==> src/design/gre_pkg.sv <==
`timescale 1ns / 1ps

package gre_pkg;

  // Sizing
  localparam int MAX_NODES = 32;
  localparam int ROWS      = 32;
  localparam int ROW_W     = 32;
  localparam int ROW_AW    = $clog2(ROWS);
  localparam int NODE_W    = 6;
  localparam int CMD_W     = 2;
  localparam int ACTIVE_CAP = (MAX_NODES < ROWS) ? MAX_NODES : ROWS;

  // Command codes
  localparam logic [CMD_W-1:0] CMD_LOAD = 2'd0;
  localparam logic [CMD_W-1:0] CMD_CONN = 2'd1;
  localparam logic [CMD_W-1:0] CMD_PATH = 2'd2;
  localparam logic [CMD_W-1:0] CMD_NONE = 2'd3;

  // Sequencer states
  typedef enum logic [0:0] {
    ST_IDLE,
    ST_WALK
  } gre_state_t;

  // Walk request from sequencer to traversal unit
  typedef struct packed {
    logic              start;
    logic [ROW_AW-1:0] node;
    logic [ROWS-1:0]   mask;
  } walk_req_t;

  // Walk status back to sequencer
  typedef struct packed {
    logic            done;
    logic            all_reached;
    logic [ROWS-1:0] visited;
  } walk_rsp_t;

endpackage

==> src/design/gre_ram.sv <==
`timescale 1ns / 1ps

module gre_ram #(
  parameter int WIDTH = 32,
  parameter int DEPTH = 32
) (
  input  logic                     clk,
  input  logic                     we,
  input  logic [$clog2(DEPTH)-1:0] waddr,
  input  logic [WIDTH-1:0]         wdata,
  input  logic                     re,
  input  logic [$clog2(DEPTH)-1:0] raddr,
  output logic [WIDTH-1:0]         rdata
);

  logic [WIDTH-1:0] mem [DEPTH];

  // One write port, one registered read port
  always_ff @(posedge clk) begin
    if (we) begin
      mem[waddr] <= wdata;
    end
    if (re) begin
      rdata <= mem[raddr];
    end
  end

endmodule

==> src/design/gre_walk.sv <==
`timescale 1ns / 1ps

module gre_walk (
  input  logic                      clk,
  input  logic                      rst_n,
  input  gre_pkg::walk_req_t        req,
  output gre_pkg::walk_rsp_t        rsp,
  output logic                      rd_en,
  output logic [gre_pkg::ROW_AW-1:0] rd_addr,
  input  logic [gre_pkg::ROW_W-1:0] rd_data
);
  import gre_pkg::*;

  logic              active_r;
  logic              inflight_r;
  logic [ROWS-1:0]   visited_r;
  logic [ROWS-1:0]   pending_r;
  logic [ROWS-1:0]   mask_r;
  logic [ROWS-1:0]   low_bit;
  logic [ROWS-1:0]   new_bits;
  logic [ROW_AW-1:0] pick;
  logic              finished;

  // Pick the lowest pending node; its row is read this cycle
  always_comb begin
    low_bit = pending_r & (~pending_r + ROWS'(1));
    pick    = '0;
    for (int i = 0; i < ROWS; i++) begin
      if (low_bit[i]) begin
        pick = pick | ROW_AW'(i);
      end
    end
  end

  // Row returned from last cycle's read: keep only unseen active nodes
  assign new_bits = inflight_r ? (rd_data[ROWS-1:0] & mask_r & ~visited_r) : '0;
  assign finished = active_r && !inflight_r && (pending_r == '0);

  assign rd_en   = active_r && (pending_r != '0);
  assign rd_addr = pick;

  assign rsp.done        = finished;
  assign rsp.all_reached = (visited_r == mask_r);
  assign rsp.visited     = visited_r;

  // Control
  always_ff @(posedge clk) begin
    if (!rst_n) begin
      active_r   <= 1'b0;
      inflight_r <= 1'b0;
    end else if (req.start) begin
      active_r   <= 1'b1;
      inflight_r <= 1'b0;
    end else if (active_r) begin
      inflight_r <= rd_en;
      if (finished) begin
        active_r <= 1'b0;
      end
    end
  end

  // Reached and to-expand sets
  always_ff @(posedge clk) begin
    if (req.start) begin
      visited_r <= ROWS'(1) << req.node;
      pending_r <= ROWS'(1) << req.node;
      mask_r    <= req.mask;
    end else if (active_r) begin
      visited_r <= visited_r | new_bits;
      pending_r <= (pending_r & ~low_bit) | new_bits;
    end
  end

endmodule

==> src/design/graph_reachability_engine.sv <==
`timescale 1ns / 1ps
// Channel   Ports                                         Handshake
// request   start, in_cmd, in_row_index, in_row_bits,     start && !busy
//           in_source_node, in_target_node
// result    out_valid, out_answer, out_done_cmd           out_valid, one-cycle strobe
// config    cfg_valid, cfg_ready, cfg_data                cfg_valid && cfg_ready
//
// Loads and queries with a trivial answer return their result the cycle after the
// request; busy stays low. A walking query reads each reached node's row once through
// one shared read port of the adjacency RAM, plus a bubble with no read whenever the row in
// flight is the only source of new nodes; busy stays high for the whole walk, and the
// result shows in the cycle busy drops. cmd 3 is dropped.
// Synchronous reset clears the adjacency row valid bits (all rows read as zero),
// node_count and the sequencer. The result side cannot stall.

module graph_reachability_engine (
  input  logic                        clk,
  input  logic                        rst_n,
  input  logic                        start,
  output logic                        busy,
  input  logic [gre_pkg::CMD_W-1:0]   in_cmd,
  input  logic [gre_pkg::ROW_AW-1:0]  in_row_index,
  input  logic [gre_pkg::ROW_W-1:0]   in_row_bits,
  input  logic [gre_pkg::NODE_W-1:0]  in_source_node,
  input  logic [gre_pkg::NODE_W-1:0]  in_target_node,
  output logic                        out_valid,
  output logic                        out_answer,
  output logic [gre_pkg::CMD_W-1:0]   out_done_cmd,
  input  logic                        cfg_valid,
  output logic                        cfg_ready,
  input  logic [gre_pkg::NODE_W-1:0]  cfg_data
);
  import gre_pkg::*;

  gre_state_t        state_r, state_nxt;
  logic [NODE_W-1:0] node_count_r;
  logic [ROWS-1:0]   row_valid_r;
  logic              row_ok_r;
  logic              out_valid_r, out_valid_nxt;
  logic              out_answer_r, out_answer_nxt;
  logic [CMD_W-1:0]  out_cmd_r, out_cmd_nxt;
  logic [CMD_W-1:0]  cmd_r;
  logic [ROW_AW-1:0] dst_r;

  logic              accept;
  logic [NODE_W-1:0] n_act;
  logic [ROWS-1:0]   mask;
  logic              src_ok, dst_ok, load_ok;
  logic              ram_we;
  logic              rd_en;
  logic [ROW_AW-1:0] rd_addr;
  logic [ROW_W-1:0]  ram_rdata;
  logic [ROW_W-1:0]  row_data;
  walk_req_t         wreq;
  walk_rsp_t         wrsp;

  assign accept    = start && (state_r == ST_IDLE);
  assign busy      = (state_r != ST_IDLE);
  assign cfg_ready = 1'b1;

  // Active node count and column mask
  always_comb begin
    n_act = (node_count_r > NODE_W'(ACTIVE_CAP)) ? NODE_W'(ACTIVE_CAP) : node_count_r;
    for (int i = 0; i < ROWS; i++) begin
      mask[i] = (NODE_W'(i) < n_act);
    end
  end

  assign src_ok  = (in_source_node < n_act);
  assign dst_ok  = (in_target_node < n_act);
  assign load_ok = (NODE_W'(in_row_index) < NODE_W'(ACTIVE_CAP));

  // Next state
  always_comb begin
    state_nxt = state_r;
    case (state_r)
      ST_IDLE: begin
        if (accept) begin
          if ((in_cmd == CMD_CONN) && (n_act != '0)) begin
            state_nxt = ST_WALK;
          end else if ((in_cmd == CMD_PATH) && src_ok && dst_ok &&
                       (in_source_node != in_target_node)) begin
            state_nxt = ST_WALK;
          end
        end
      end
      ST_WALK: begin
        if (wrsp.done) begin
          state_nxt = ST_IDLE;
        end
      end
      default: state_nxt = ST_IDLE;
    endcase
  end

  // Outputs: result strobe, RAM write, walk launch
  always_comb begin
    out_valid_nxt  = 1'b0;
    out_answer_nxt = 1'b0;
    out_cmd_nxt    = out_cmd_r;
    ram_we         = 1'b0;
    wreq.start     = 1'b0;
    wreq.node      = '0;
    wreq.mask      = mask;
    case (state_r)
      ST_IDLE: begin
        if (accept) begin
          out_cmd_nxt = in_cmd;
          case (in_cmd)
            CMD_LOAD: begin
              ram_we        = load_ok;
              out_valid_nxt = 1'b1;
            end
            CMD_CONN: begin
              if (n_act == '0) begin
                out_valid_nxt = 1'b1;
              end else begin
                wreq.start = 1'b1;
              end
            end
            CMD_PATH: begin
              if (!(src_ok && dst_ok)) begin
                out_valid_nxt = 1'b1;
              end else if (in_source_node == in_target_node) begin
                out_valid_nxt  = 1'b1;
                out_answer_nxt = 1'b1;
              end else begin
                wreq.start = 1'b1;
                wreq.node  = in_source_node[ROW_AW-1:0];
              end
            end
            default: ;
          endcase
        end
      end
      ST_WALK: begin
        if (wrsp.done) begin
          out_valid_nxt  = 1'b1;
          out_cmd_nxt    = cmd_r;
          out_answer_nxt = (cmd_r == CMD_CONN) ? wrsp.all_reached : wrsp.visited[dst_r];
        end
      end
      default: ;
    endcase
  end

  // Control registers
  always_ff @(posedge clk) begin
    if (!rst_n) begin
      state_r      <= ST_IDLE;
      node_count_r <= '0;
      row_valid_r  <= '0;
      out_valid_r  <= 1'b0;
    end else begin
      state_r     <= state_nxt;
      out_valid_r <= out_valid_nxt;
      if (cfg_valid && cfg_ready) begin
        node_count_r <= cfg_data;
      end
      if (ram_we) begin
        row_valid_r[in_row_index] <= 1'b1;
      end
    end
  end

  // Payload registers
  always_ff @(posedge clk) begin
    out_answer_r <= out_answer_nxt;
    out_cmd_r    <= out_cmd_nxt;
    if (wreq.start) begin
      cmd_r <= in_cmd;
      dst_r <= in_target_node[ROW_AW-1:0];
    end
    if (rd_en) begin
      row_ok_r <= row_valid_r[rd_addr];
    end
  end

  // Rows never loaded since reset read as zero
  assign row_data = ram_rdata & {ROW_W{row_ok_r}};

  gre_ram #(
    .WIDTH(ROW_W),
    .DEPTH(ROWS)
  ) u_adj_ram (
    .clk  (clk),
    .we   (ram_we),
    .waddr(in_row_index),
    .wdata(in_row_bits),
    .re   (rd_en),
    .raddr(rd_addr),
    .rdata(ram_rdata)
  );

  gre_walk u_walk (
    .clk    (clk),
    .rst_n  (rst_n),
    .req    (wreq),
    .rsp    (wrsp),
    .rd_en  (rd_en),
    .rd_addr(rd_addr),
    .rd_data(row_data)
  );

  assign out_valid    = out_valid_r;
  assign out_answer   = out_answer_r;
  assign out_done_cmd = out_cmd_r;

endmodule

==> config.mk <==
export PLATFORM = sky130hd
export DESIGN_NAME = graph_reachability_engine
export DESIGN_NICKNAME = d
export VERILOG_FILES = /design/src/design/gre_pkg.sv /design/src/design/gre_ram.sv /design/src/design/gre_walk.sv /design/src/design/graph_reachability_engine.sv
export SDC_FILE = /design/constraint.sdc
export NUM_CORES = 2
export LEC_CHECK = 0
export BUFFER_PORTS_ARGS = -buffer_cell sky130_fd_sc_hd__buf_2
export CAP_MARGIN = 5
export CORE_MARGIN = 5
export CORE_UTILIZATION = 53
export DETAILED_ROUTE_END_ITERATION = 12
export PLACE_DENSITY = 0.68
export SLEW_MARGIN = 20
export SYNTH_ARGS = -nofsm -noshare
export SYNTH_HDL_FRONTEND = slang
export SYNTH_SLANG_ARGS = --single-unit
==> constraint.sdc <==
create_clock -name clk -period 4.3 [get_ports clk]
set_input_delay 0.215 -clock clk [delete_from_list [all_inputs] [get_ports clk]]
set_output_delay 0.215 -clock clk [all_outputs]
set_load 0.01 [all_outputs]
==> metrics.md <==
| Metric | Value |
|---|---|
| Fin Setup TNS | `0 ns` |
| CTS clk-pin slew, worst paths | `0.06 ns` |
| Mean routed wirelength per cell | `30.4 µm` |
| Syn nets | `3491` |
| CP max stage cell | `or4_1` |
| Pins Over Slew Limit | `0` |
| Synth Cell Area | `0.0489 mm²` |
| Clk_lat worst skew | `0.72 ns` |
| EDFF count, synth | `1162` |
| Final net count | `3639` |
| PD cells | `434 mW/mm²` |
| Hold Vio Cnt, Final | `0` |
| Die Width | `314 µm` |
| Slew HR | `35.4%` |
| Share of the synthesized area in the top cell type | `71.3%` |
| #FFs+latches synth | `1205` |
| Clock H-tree levels | `3` |
| Dpl ws | `0.101 ns` |
| Critical path peak fanout | `40` |
| Critical Path AT | `4.63 ns` |
| Hold Path End | `u_adj_ram.mem[31][26]$_DFFE_PP_` |
| Port Buf Inserts | `65` |
| Worst Hold Depth | `1` |
| Congestion Overflow GR | `0` |
| Hpwl dp | `89400 µm` |
| Minimum clock period after layout | `4.17 ns` |
| CORE AREA | `0.0917 mm²` |
| Post-route antenna net violation count | `0` |
| Required time of the critical path | `4.76 ns` |
| Maxcap violations | `0` |
| Starting density of the core | `53.4%` |
| Pin count of the biggest net entering global routing | `93` |
| Asr flop ratio synth | `0%` |
| FF-to-FF path depth | `11` |
| Final setup fails | `0` |
| Synthesis Warnings | `0` |
| DRC errors left | `0` |
| Actual slew at the worst max-slew pin | `0.970 ns` |
| I/O pins | `67` |
| Top delay family on crit path | `simple AND/OR/NAND/NOR gates` |
| Tcrit/Tclk final | `96.9%` |
| Largest cells by area after synthesis | `edfxtp_1 (71%), mux2i_1 (4.6%), nand2_1 (4.3%)` |
| Die footprint | `0.0985 mm²` |
| Gate Count Post-Synth | `3416` |
| Reg2Reg Setup Slack | `0.13 ns` |
| Post-synth top area cell | `edfxtp_1` |
| Root buffer cell | `clkbuf_16` |
| Worst path cell trace | `or4_1, nor2_1, a211oi_1, nor4bb_1, o221a_4, nor2_4, buf_12, buf_4, a32oi_1, o22ai_1, nor4_1` |
| Final setup margin | `0.131 ns` |
| WP buf/inv | `2` |
| Chip height | `314 µm` |
| First-pass GRT wire length | `210000 µm` |
| Number of buffers created by CTS | `120` |
| Seq/Total Area, Yosys | `73.1%` |
| Nature of the critical path endpoint | `flop` |
| Worst Hold Class | `input port to flop` |
| Drt pass-1 iters | `5` |
| Overall power | `24300 µW` |
| RSZ-0062 raised after global routing | `false` |
| Syn avg cell area | `14.3 µm²` |
| Peak VDD IR | `0.000395 V` |
| R2r startpoint | `u_walk.pending_r[6]$_DFFE_PP_` |
| Placer Congestion | `0.904` |
| F_max | `240 MHz` |
| Vias in the first global route | `30816` |
| Top_reg_cell synth | `edfxtp_1` |
| Fraction of layout cells with a size suffix above 1 | `12.4%` |
| Tot GR Track Use | `29.2%` |
| Synthesis-to-layout area growth | `14.5%` |
| Hold path startpoint | `in_row_bits[26]` |
| Via density | `6.52` |
| Longest Clk Path Bufs | `3` |
| Status | `complete, no violations` |
| Total wire length | `147000 µm` |
| Worst stage delay on the critical path | `0.74 ns` |
| Std cell rows | `111` |
| Final Skew | `0.0243 ns` |
| CTS tree | `yes` |
| Synth cell types | `78` |
| Via count | `31666` |
| Antenna violations before repair | `4` |
| # clock sinks | `1205` |
| Critical path class | `flop to flop` |
| Reg-to-reg endpoint | `u_adj_ram.rdata[5]$_DFFE_PP_` |
| DR iter-0 viols | `4237` |
| Setup crit start kind | `flop` |
| P_leak | `0.0190 µW` |
cells in the mapped netlist, drive strengths merged, types with 4 or more instances:
library cell	n
a2111oi	26
a211oi	72
a21o	11
a21oi	166
a31oi	99
a32oi	70
and2	5
and3	75
buf	102
clkbuf	115
dfxtp	43
edfxtp	1162
ha	14
inv	35
mux2i	225
mux4	10
nand2	563
nand2b	11
nand3	38
nand3b	4
nand4	7
nor2	88
nor2b	22
nor3	17
nor4	92
o2111ai	6
o21a	34
o21ai	43
o21bai	6
o22ai	159
or2	6
or3	12
or3b	5
or4	7
xor2	19
metal layers:
layer,vias up,wire [µm],global-route usage [%]
li1,13640,-,-
met2,1798,70300,47.5
met3,320,14300,5.69
met5,-,0,0
met4,0,6150,11.4
met1,15908,56700,39.5
stage by stage:
stage,hold slack (ns),std cells,area [µm²],utilization [%]
6_report,0.0243,4855,56000,61.1
5_1_grt,0.0404,4853,56000,61.1
4_1_cts,0.00257,4851,56000,61.1
3_5_place_dp,0.445,4590,51800,56.6
3_3_place_gp,0.441,4590,51800,56.6
2_1_floorplan,0.314,3416,48900,-
cell families (layout without fill, tap and decap cells):
group,count (synthesis),in the layout,share of synthesized area [%]
AND/OR/NAND/NOR,960,960,9.04
other,1,4,0.00766
XOR/XNOR,22,22,0.394
buffers and inverters,252,502,2.24
adder cells (fa/ha/maj),14,14,0.358
flip-flops,1205,1205,73.1
multiplexers,238,238,5.13
AO/OA/AOI/OAI,724,724,9.77
final cells by class:
cell class	instances	area (µm²)
inverter	35	133
antenna	3	7.51
tap	1186	1480
clock inverter	73	619
sequential	1205	35800
fill	6752	35700
multi-input combinational	1959	12400
timing repair buffer	243	2450
clock buffer	151	3140
worst reg2reg max path, cell delays in order (launching register included):
cell,delay (ns)
edfxtp_1,0.48
or4_1,0.74
nor2_1,0.19
a211oi_1,0.10
nor4bb_1,0.54
o221a_4,0.52
nor2_4,0.09
buf_12,0.22
buf_4,0.25
a32oi_1,0.21
o22ai_1,0.16
nor4_1,0.42
worst max path at each step:
stage	start	endpoint	slack, ns	cells after the start
3_5_place_dp	u_walk.pending_r[3]$_DFFE_PP_	u_adj_ram.rdata[30]$_DFFE_PP_	0.10	10
2_1_floorplan	node_count_r[5]$_SDFFE_PN0P_	u_walk.pending_r[0]$_DFFE_PP_	0.33	14
6_report	u_walk.pending_r[6]$_DFFE_PP_	u_adj_ram.rdata[5]$_DFFE_PP_	0.13	11
5_1_grt	u_walk.pending_r[6]$_DFFE_PP_	u_adj_ram.rdata[5]$_DFFE_PP_	0.05	11
4_1_cts	u_walk.pending_r[3]$_DFFE_PP_	u_adj_ram.rdata[30]$_DFFE_PP_	0.06	10
3_3_place_gp	u_walk.pending_r[3]$_DFFE_PP_	u_adj_ram.rdata[22]$_DFFE_PP_	0.23	10
layout by cell type (no fill, tap or decap), types with 70 or more instances in the layout:
| master | instances |
|---|---|
| mux2i_1 | 225 |
| edfxtp_1 | 1162 |
| clkbuf_16 | 121 |
| a31oi_1 | 98 |
| nor4_1 | 89 |
| buf_4 | 85 |
| o22ai_1 | 159 |
| a21oi_1 | 166 |
| and3_1 | 75 |
| a211oi_1 | 72 |
| nand2_1 | 555 |
| a32oi_1 | 70 |
state kept, by name (all words and copies together), names as in the netlist, 2 cells and up:
signal            flops
row_valid_r          32
u_walk.visited_r     32
u_walk.mask_r        32
u_walk.pending_r     32
u_adj_ram.rdata      32
out_done_cmd          2
cmd_r                 2
dst_r                 5
node_count_r          6
u_adj_ram.mem      1024
power by group:
part / total, µW / leakage (µW) / switching [µW] / internal [µW]
sequential: 13100 / 0.0108 / 92.1 / 13000
clock: 10000 / 0.00183 / 4360 / 5690
combinational: 1210 / 0.00634 / 810 / 404
timing repair:
action	in CTS	in global routing
hold buffers	37	0
hold endpoints to repair	468	0
resized for setup	0	4
endpoints found under the setup margin	0	21
setup buffers	0	1
(Power assumes the default switching activity.)
